[config.mk]
export PLATFORM = sky130hd
export DESIGN_NAME = utf8_to_utf32_decoder
export DESIGN_NICKNAME = d
export VERILOG_FILES = /design/src/sv/utf8d_pkg.sv /design/src/sv/utf8d_decode.sv /design/src/sv/utf8d_outq.sv /design/src/sv/utf8_to_utf32_decoder.sv
export SDC_FILE = /design/constraint.sdc
export NUM_CORES = 1
export LEC_CHECK = 0
export ABC_AREA = 1
export BUFFER_PORTS_ARGS = -buffer_cell sky130_fd_sc_hd__buf_4
export CAP_MARGIN = 30
export CORE_AREA = 8 8 186 188
export CTS_BUF_LIST = sky130_fd_sc_hd__clkbuf_16
export CTS_CLUSTER_SIZE = 20
export DETAILED_ROUTE_END_ITERATION = 12
export DIE_AREA = 0 0 194 196
export PLACE_DENSITY_LB_ADDON = 0.3
export SYNTH_ARGS = -nofsm -noshare
export SYNTH_HDL_FRONTEND = slang
export SYNTH_HIERARCHICAL = 1
export SYNTH_SLANG_ARGS = --single-unit
export TNS_END_PERCENT = 20
[constraint.sdc]
create_clock -name clk_i -period 6.4 [get_ports clk_i]
set_input_delay 1.92 -clock clk_i [delete_from_list [all_inputs] [get_ports clk_i]]
set_output_delay 1.92 -clock clk_i [all_outputs]
set_load 0.01 [all_outputs]
[src/sv/utf8d_pkg.sv]
package utf8d_pkg;

  // Input transaction: one byte of the buffer
  typedef struct packed {
    logic [7:0] in_byte;
    logic       last_byte;
  } utf8d_in_t;

  // Output transaction: a code point or the end-of-buffer item
  typedef struct packed {
    logic [20:0] scalar_value;
    logic        end_of_buffer;
    logic        invalid;
    logic [15:0] point_count;
  } utf8d_out_t;

  // Largest point count the application asks for
  localparam longint unsigned MAX_POINTS = 65535;

  // Saturation point of the decoded point count
  localparam logic [15:0] COUNT_LIMIT =
    (MAX_POINTS > 64'd65535) ? 16'hFFFF : 16'(MAX_POINTS);

  // Range limits of the scalar values
  localparam logic [20:0] CP_MIN_2      = 21'h00_0080;
  localparam logic [20:0] CP_MAX_2      = 21'h00_07FF;
  localparam logic [20:0] CP_MIN_3      = 21'h00_0800;
  localparam logic [20:0] CP_MAX_3      = 21'h00_FFFF;
  localparam logic [20:0] CP_SURR_LO    = 21'h00_D800;
  localparam logic [20:0] CP_SURR_HI    = 21'h00_DFFF;
  localparam logic [20:0] CP_MAX_SCALAR = 21'h10_FFFF;

  // Sequence lengths
  localparam logic [2:0] SEQ_NONE = 3'd0;
  localparam logic [2:0] SEQ_ONE  = 3'd1;
  localparam logic [2:0] SEQ_TWO  = 3'd2;
  localparam logic [2:0] SEQ_THREE = 3'd3;
  localparam logic [2:0] SEQ_FOUR = 3'd4;

endpackage

[src/sv/utf8d_decode.sv]
module utf8d_decode (
  input  logic                 clk_i,
  input  logic                 rst_ni,
  input  logic                 step_i,
  input  utf8d_pkg::utf8d_in_t item_i,
  output logic [1:0]           push_cnt_o,
  output utf8d_pkg::utf8d_out_t res0_o,
  output utf8d_pkg::utf8d_out_t res1_o
);
  import utf8d_pkg::*;

  logic [1:0]  bp_q, bp_d;
  logic [2:0]  seq_q, seq_d;
  logic [20:0] acc_q, acc_d;
  logic        err_q, err_d;
  logic [15:0] cnt_q, cnt_d;

  logic [7:0]  b;
  logic        done;
  logic        bad;
  logic        emit;
  utf8d_out_t  cp_item;
  utf8d_out_t  end_item;

  assign b = item_i.in_byte;

  // Decode one byte against the sequence state
  always_comb begin
    bp_d  = bp_q;
    seq_d = seq_q;
    acc_d = acc_q;
    err_d = err_q;
    cnt_d = cnt_q;
    done  = 1'b0;
    bad   = 1'b0;
    emit  = 1'b0;

    if (!err_q) begin
      if (bp_q == 2'd0) begin
        if (b[7] == 1'b0) begin
          acc_d = {13'd0, b};
          seq_d = SEQ_ONE;
          done  = 1'b1;
        end else if (b[7:5] == 3'b110) begin
          acc_d = {16'd0, b[4:0]};
          seq_d = SEQ_TWO;
          bp_d  = 2'd1;
        end else if (b[7:4] == 4'b1110) begin
          acc_d = {17'd0, b[3:0]};
          seq_d = SEQ_THREE;
          bp_d  = 2'd2;
        end else if (b[7:3] == 5'b11110) begin
          acc_d = {18'd0, b[2:0]};
          seq_d = SEQ_FOUR;
          bp_d  = 2'd3;
        end else begin
          err_d = 1'b1;
          bp_d  = 2'd0;
          seq_d = SEQ_NONE;
          acc_d = '0;
        end
      end else if (b[7:6] != 2'b10) begin
        err_d = 1'b1;
        bp_d  = 2'd0;
        seq_d = SEQ_NONE;
        acc_d = '0;
      end else begin
        acc_d = {acc_q[14:0], b[5:0]};
        bp_d  = bp_q - 2'd1;
        done  = (bp_q == 2'd1);
      end
    end

    // Range check on a completed sequence
    if (done) begin
      case (seq_d)
        SEQ_TWO:   bad = (acc_d < CP_MIN_2) || (acc_d > CP_MAX_2);
        SEQ_THREE: bad = (acc_d < CP_MIN_3) || (acc_d > CP_MAX_3) ||
                         ((acc_d >= CP_SURR_LO) && (acc_d <= CP_SURR_HI));
        SEQ_FOUR:  bad = (acc_d <= CP_MAX_3) || (acc_d > CP_MAX_SCALAR);
        default:   bad = 1'b0;
      endcase
    end

    cp_item = '{scalar_value: acc_d, end_of_buffer: 1'b0, invalid: 1'b0,
                point_count: 16'd0};

    if (done) begin
      if (bad) begin
        err_d = 1'b1;
        bp_d  = 2'd0;
        seq_d = SEQ_NONE;
        acc_d = '0;
      end else begin
        emit  = 1'b1;
        if (cnt_q < COUNT_LIMIT) begin
          cnt_d = cnt_q + 16'd1;
        end
        seq_d = SEQ_NONE;
        acc_d = '0;
      end
    end

    // Truncated sequence at the end of the buffer
    if (item_i.last_byte && !err_d && (bp_d != 2'd0)) begin
      err_d = 1'b1;
    end

    end_item = '{scalar_value: 21'd0, end_of_buffer: 1'b1, invalid: err_d,
                 point_count: err_d ? 16'd0 : cnt_d};

    // Return to the idle state for the next buffer
    if (item_i.last_byte) begin
      bp_d  = 2'd0;
      seq_d = SEQ_NONE;
      acc_d = '0;
      err_d = 1'b0;
      cnt_d = '0;
    end
  end

  // Order results: code point first, then the end item
  always_comb begin
    push_cnt_o = {1'b0, emit} + {1'b0, item_i.last_byte};
    res0_o     = emit ? cp_item : end_item;
    res1_o     = end_item;
  end

  // Hold the decoder state
  always_ff @(posedge clk_i or negedge rst_ni) begin
    if (!rst_ni) begin
      bp_q  <= '0;
      seq_q <= SEQ_NONE;
      acc_q <= '0;
      err_q <= 1'b0;
      cnt_q <= '0;
    end else if (step_i) begin
      bp_q  <= bp_d;
      seq_q <= seq_d;
      acc_q <= acc_d;
      err_q <= err_d;
      cnt_q <= cnt_d;
    end
  end

endmodule

[src/sv/utf8d_outq.sv]
module utf8d_outq (
  input  logic                  clk_i,
  input  logic                  rst_ni,
  input  logic [1:0]            push_cnt_i,
  input  utf8d_pkg::utf8d_out_t push0_i,
  input  utf8d_pkg::utf8d_out_t push1_i,
  output logic                  room2_o,
  output logic                  out_valid_o,
  input  logic                  out_ready_i,
  output utf8d_pkg::utf8d_out_t out_data_o
);
  import utf8d_pkg::*;

  utf8d_out_t  mem_q [4];
  logic [1:0]  wr_ptr_q, rd_ptr_q;
  logic [2:0]  count_q;
  logic        pop;
  logic [1:0]  wr_ptr_nxt;

  assign pop         = out_valid_o && out_ready_i;
  assign out_valid_o = (count_q != 3'd0);
  assign out_data_o  = mem_q[rd_ptr_q];
  assign room2_o     = (count_q <= 3'd2);
  assign wr_ptr_nxt  = wr_ptr_q + 2'd1;

  // Store up to two results per cycle
  always_ff @(posedge clk_i) begin
    if (push_cnt_i != 2'd0) begin
      mem_q[wr_ptr_q] <= push0_i;
    end
    if (push_cnt_i == 2'd2) begin
      mem_q[wr_ptr_nxt] <= push1_i;
    end
  end

  // Advance pointers and occupancy
  always_ff @(posedge clk_i or negedge rst_ni) begin
    if (!rst_ni) begin
      wr_ptr_q <= '0;
      rd_ptr_q <= '0;
      count_q  <= '0;
    end else begin
      wr_ptr_q <= wr_ptr_q + push_cnt_i;
      if (pop) begin
        rd_ptr_q <= rd_ptr_q + 2'd1;
      end
      count_q <= count_q + {1'b0, push_cnt_i} - {2'b00, pop};
    end
  end

endmodule

[src/sv/utf8_to_utf32_decoder.sv]
// UTF-8 to UTF-32 decoder with validation.
// Input channel: one byte per transaction (in_data_i.in_byte), with
// in_data_i.last_byte set on the final byte of a buffer.
// Output channel: one result per transaction. A code point item carries the
// scalar value with end_of_buffer low. The final byte of a buffer adds an
// end item with end_of_buffer high, the invalid flag and the saturating
// count of decoded points (zero when invalid). Malformed input stops code
// point output until the end of that buffer.
// Throughput: one byte per cycle. A final byte that also completes a code
// point yields two results, which drain at one per cycle through a
// four-entry result queue; input is taken while the queue has room for two.
// Each byte passes through the input register, and its results through
// the result queue, before they can be taken by the receiver.
// Reset clears the decoder state and empties the queue. When the receiver
// stalls, results wait in the queue; input stalls without room for two.
module utf8_to_utf32_decoder (
  input  logic                  clk_i,
  input  logic                  rst_ni,
  input  logic                  in_valid_i,
  output logic                  in_ready_o,
  input  utf8d_pkg::utf8d_in_t  in_data_i,
  output logic                  out_valid_o,
  input  logic                  out_ready_i,
  output utf8d_pkg::utf8d_out_t out_data_o
);
  import utf8d_pkg::*;

  utf8d_in_t  in_q;
  logic       in_valid_q;
  logic       room2;
  logic       step;
  logic [1:0] dec_cnt;
  logic [1:0] push_cnt;
  utf8d_out_t res0, res1;

  assign step       = in_valid_q && room2;
  assign in_ready_o = !in_valid_q || step;
  assign push_cnt   = step ? dec_cnt : 2'd0;

  // Input register
  always_ff @(posedge clk_i or negedge rst_ni) begin
    if (!rst_ni) begin
      in_valid_q <= 1'b0;
    end else if (in_ready_o) begin
      in_valid_q <= in_valid_i;
    end
  end

  always_ff @(posedge clk_i) begin
    if (in_ready_o && in_valid_i) begin
      in_q <= in_data_i;
    end
  end

  utf8d_decode u_decode (
    .clk_i      (clk_i),
    .rst_ni     (rst_ni),
    .step_i     (step),
    .item_i     (in_q),
    .push_cnt_o (dec_cnt),
    .res0_o     (res0),
    .res1_o     (res1)
  );

  utf8d_outq u_outq (
    .clk_i       (clk_i),
    .rst_ni      (rst_ni),
    .push_cnt_i  (push_cnt),
    .push0_i     (res0),
    .push1_i     (res1),
    .room2_o     (room2),
    .out_valid_o (out_valid_o),
    .out_ready_i (out_ready_i),
    .out_data_o  (out_data_o)
  );

endmodule

# Yosys cells after proc, flatten, opt, wreduce, memory -nomap -nowiden
# Memories as Yosys holds them, arrays and structs flattened.
# Index checks and enable logic that the tools add are counted.
[word_totals] input_bits=13 wordCells=114 ram_bits=156 reg_bits=60 out_inout_bits=41 rom_bits=0 latchBits=0 n_memories=1
[classes] addsub=8 magnitude_cmp=10 reduce_logical=17 n_eq_ne=9 div_mod_pow=0 bitwise=0 shift=0 n_mux=58 mul=0
[mem_list] name="u_outq.mem_q" depth=4 word_bits=39 rd=1 rd_clocked_by_memory_dff=0 write_ports=2 line="utf8d_outq.sv:14" rtl="utf8d_out_t mem_q [4];"
[ops] op="$mux 21" n=8
[ops] op="$mux 16" n=5
[ops] op="$le 21x16->1 const B" n=2
[ops] op="$mux 39" n=1
[ops] op="$mux 3" n=10
[ops] op="$mux 1" n=22
[ops] op="$mux 2" n=11
[ops] op="$ge 21x16->1 const B" n=1
[ops] op="$gt 21x11->1 const B" n=1
[ops] op="$gt 21x16->1 const B" n=1
[ops] op="$gt 21x21->1 const B" n=1
[ops] op="$lt 21x12->1 const B" n=1
[ops] op="$lt 21x8->1 const B" n=1
[ops] op="$add 16x1->16 const B" n=1
[ops] op="$lt 16x16->1 const B" n=1
[ops] op="$eq 3x2->1 const B" n=2
[ops] op="$eq 3x3->1 const B" n=2
[ops] op="$logic_and 1x1->1" n=6
[ops] op="$eq 5x5->1 const B" n=1
[ops] op="$logic_or 1x1->1" n=5
[ops] op="$add 2x1->2 const B" n=2
[ops] op="$eq 4x4->1 const B" n=1
[ops] op="$reduce_bool 2->1" n=2
[ops] op="$add 3x2->3" n=1
[ops] op="12 further kinds" n=13

# Logic depth before layout (Yosys ltp)
[logic_depth] ltp_word=20 ltp_mapped=25 ltp_nobuf=22

# By module
# Netlist, hierarchy kept.
[modules_own_cells] mod="utf8d_outq" cells_each=1075 seq_area_each_um2=4859.7 instances=1 area_each_um2=8647.0
[modules_own_cells] mod="utf8d_decode" cells_each=537 seq_area_each_um2=1076.0 instances=1 area_each_um2=3445.8
[modules_own_cells] mod="utf8_to_utf32_decoder" cells_each=21 seq_area_each_um2=295.3 instances=1 area_each_um2=340.3

# Worst setup path before layout
# OpenSTA, ideal clock, no wires.
[synth_path] kind="flip-flop to flip-flop" startpoint="register u_decode.bp_q[0]" endpoint="memory u_outq/mem_q[3][0] in the netlist's numbering (enable)" n_path_buf=1 setup_time_ns=0.489 setup_slack_ns=0.522 path_stages_with_launch=19 arrival_ns=5.388 synth_period_minus_slack_ns=5.878 required_ns=5.911 path_cell_list="dfrtp_1 > inv_1 > ha_1 > nor2_2 > nand3_1 > nand2_1 > nor2_1 > nand3_1 > nor2_1 > nand2_1 > nand2_2 > nand3_4 > nor2_4 > buf_4 > ha_1 > inv_1 > nor2_1 > nor2_1 > o21ai_0"
[synth_lines] item="start, declared" line="utf8d_decode.sv:12" rtl="logic [1:0] bp_q, bp_d;"
[synth_lines] item="start signal, assigned" line="utf8d_decode.sv:138" rtl="bp_q <= bp_d;"
[synth_lines] item="end, declared" line="utf8d_outq.sv:14"

==> results by group <==
Status
  – Status: finished, final reports clean

Critical path
  – Setup crit end kind: register
  – Critical path cell sequence: inv_2, nand2_2, nand2_1, nand2_1, nor2_1, nand2_1, nand3_1, nand2_2, nand3_4, nor2_4, ha_1, inv_1, nor2_1, nand2_1, inv_2, nand2_1, buf_4, o21ai_4, buf_4
  – Worst EP required: 6.56 ns
  – Kind of critical path: reg2reg
  – Crit path max-delay family: simple AND/OR/NAND/NOR gates
  – Worst path bufs/invs: 5
  – Startpoint types: register
  – Worst-path maximum fanout: 40
  – Most frequent CP cell: nand2_1
  – Critical Path Slowest Stage Cell: dfrtp_1
  – Crit-path max cell delay: 0.84 ns
  – Critical path arrival: 5.14 ns

Final layout
  – Post-layout instance count excluding filler cells: 2067
  – Final nets: 1663
  – Core Util, Final: 43.27%
  – # diodes: 0
  – Area grow syn2layout: 10.94%
  – Share of layout cells above drive strength 1: 9.403%

Global route
  – Number of global-route vias before repair: 10166
  – Global-route wire length before repair: 54470 µm
  – Gr ovfl total: 0
  – Largest net degree at the start of global routing: 90
  – Initial antenna violation count: 0
  – GRT Overall Usage: 17.53%

Yosys
  – Post-synth top cells: nand2_1, edfxtp_1, nand3_1, nor2_1, o21ai_0
  – Post-Syn Area per Cell: 7.614 µm²
  – Top post-synthesis cells by area: edfxtp_1, nand2_1, dfrtp_1, nand3_1, o21ai_0
  – Synth cell types: 43
  – Seq cells post-synth: 216
  – Post-synth EDFFs: 165
  – Primary FF master, synth: edfxtp_1
  – Cell count after synthesis: 1633
  – Fraction of registers with async set/reset: 23.61%
  – Seq/Total Area, Yosys: 50.12%
  – Yosys warnings: 6
  – Most common cell in the netlist: nand2_1
  – Top-area cell type share of the netlist area: 39.85%
  – Mapped Area: 12430 µm²
  – Yosys top cell by area: edfxtp_1

Route
  – Avg Vias per Cell: 5.154
  – Drt pass-1 iters: 6
  – Antenna-violating nets left: 0
  – Remaining DRCs: 0
  – Routed via count: 10653
  – WL/cell: 16.39 µm
  – Iter 0 DRT Violations: 1106
  – Final wirelength: 33890 µm

Min path
  – Min-Delay Path Class: reg2reg

Clock network
  – TritonCTS clock tree: built
  – Cts hold-fix bufs: 0
  – Reg clk slew, reported paths: 0.06 ns
  – Clock Latency Late Sink: 0.53 ns
  – Clock root cell: clkbuf_16
  – H-tree depth: 1
  – CTS sink cnt: 216
  – Total setup buffers inserted after CTS: 0
  – CTS-repair resized insts: 0
  – CTS Buf Count: 25
  – Clk buf depth: 3

Place
  – GPL Wtd Cong: 0.9024
  – Cells after DPL: 2022
  – # port buffers: 53
  – Post-DP HPWL: 21440 µm

Floorplanning
  – Initial core utilization: 39.01%
  – Die W: 194 µm
  – Full die area: 38020 µm²
  – Standard-cell rows: 66
  – Core box area: 31880 µm²
  – DIE HEIGHT: 196 µm
  – # IOs: 54

Flow run
  – Max_cap viols: 0

Timing
  – Final period util: 77.75%
  – Max-slew violations: 0
  – Final Hold Vio Count: 0
  – Post-route setup TNS: 0 ns
  – Setup violators final: 0
  – Max Clock Freq: 201.0 MHz
  – Worst Clk Skew: 0.01123 ns
  – RSZ-0062 raised after global routing: false
  – Tmin final: 4.976 ns
  – Worst slew margin: 36.97%
  – Worst Tran Pin Value: 0.9454 ns

Pwr
  – Leak Pwr: 6.262 nW
  – PD cells: 460.0 nW/µm²
  – Max VDD drop: 0.0002794 V
==> per-stage QoR <==
stage | hold WS, ns | cell area (µm²) | power, mW | setup slack (ns)
3_5_place_dp | 0.4846 | 13050 | 5.090 | 1.471
6_report | 0.4946 | 13790 | 6.344 | 1.424
3_3_place_gp | 0.4729 | 12990 | 5.031 | 1.569
4_1_cts | 0.4960 | 13790 | 6.399 | 1.439
2_1_floorplan | 0.4534 | 12510 | 4.051 | 0.5222
5_1_grt | 0.5231 | 13790 | 6.783 | 0.9857
==> registers in the layout, indices dropped and copies added, names as in the netlist <==
register and count:
in_q 9, u_outq/rd_ptr_q 2, u_decode/seq_q 3, u_decode/err_q 1
u_decode/acc_q 21, u_outq/count_q 3, in_valid_q 1, u_outq/mem_q 156
u_decode/bp_q 2, u_outq/wr_ptr_q 2, u_decode/cnt_q 16
==> power breakdown <==
part	internal [mW]	switching [mW]	total (mW)
Sequential	1.96	0.212	2.17
Clock	0.730	0.565	1.29
Combinational	0.844	2.03	2.88
Total	3.53	2.81	6.34
==> worst paths after layout <==
path                                     from                  end  slack (ns)  cells past startpoint
setup reg to reg               u_decode/err_q  u_outq/mem_q[3][31]        1.42                     19
hold / removal             u_outq/rd_ptr_q[1]   u_outq/rd_ptr_q[1]        0.49                      2
setup / recovery               u_decode/err_q  u_outq/mem_q[3][31]        1.42                     19
hold reg to reg            u_outq/rd_ptr_q[1]   u_outq/rd_ptr_q[1]        0.49                      2
max in group asynchronous              rst_ni   u_outq/rd_ptr_q[0]        4.43                      1
min in group asynchronous              rst_ni   u_decode/cnt_q[11]        1.45                      1
==> worst min-delay path, stage by stage (launching register included) <==
cell	delay (ns)
dfrtp_1	0.36
nand2_1	0.06
nand2_1	0.05
==> cells in the final DEF, fill, tap and decap left out, types with 2 or more instances in the layout <==
cell | netlist | layout
nand2_2 | 5 | 8
conb_1 | 2 | 22
clkinv_2 | 0 | 3
nor2_1 | 153 | 150
clkbuf_16 | 0 | 26
edfxtp_1 | 165 | 165
nor4_1 | 2 | 2
nand2_4 | 2 | 2
xor2_1 | 2 | 2
nand4_1 | 6 | 6
o21ai_0 | 120 | 119
o22ai_1 | 16 | 16
nand2_1 | 645 | 642
clkinv_1 | 1 | 4
nor3_2 | 6 | 6
inv_1 | 116 | 126
nor3_1 | 11 | 11
buf_4 | 25 | 68
a32oi_1 | 2 | 2
o21ai_2 | 2 | 2
nor2_4 | 3 | 3
a21oi_1 | 7 | 7
nor2_2 | 3 | 6
o21ai_1 | 7 | 7
inv_2 | 17 | 17
ha_1 | 8 | 8
o211ai_1 | 2 | 2
dfrtp_1 | 51 | 50
nand3_1 | 157 | 157
==> per-layer routing <==
layer | global-route usage (%) | vias to the layer above | wire, µm
met4 | 6.167 | 0 | 862
met1 | 24.05 | 4937 | 15440
met2 | 28.31 | 395 | 15390
met3 | 2.142 | 64 | 2190
met5 | 0 | - | 0
li1 | - | 5257 | -
==> area by class of cell <==
class	instances	area, µm²
Clock buffer	26	650.6
Sequential cell	216	6235
Clock inverter	19	88.84
Inverter	134	503.0
Multi-Input combinational cell	1193	5233
Tap cell	408	510.5
Timing Repair Buffer	71	573.1
Fill cell	3206	18080
==> cells by family (layout without fill, tap and decap cells) <==
logic type,Yosys count,in the layout,synth area share (%)
AOI/OAI and AO/OA,161,161,7.024
buffers and inverters,244,250,8.614
xor gates and xnor gates,2,2,0.1409
adders and majority gates,9,9,0.9661
other,2,22,0.06040
and+or+nand+nor,999,999,33.08
DFF,216,216,50.12
(Power assumes the default switching activity.)
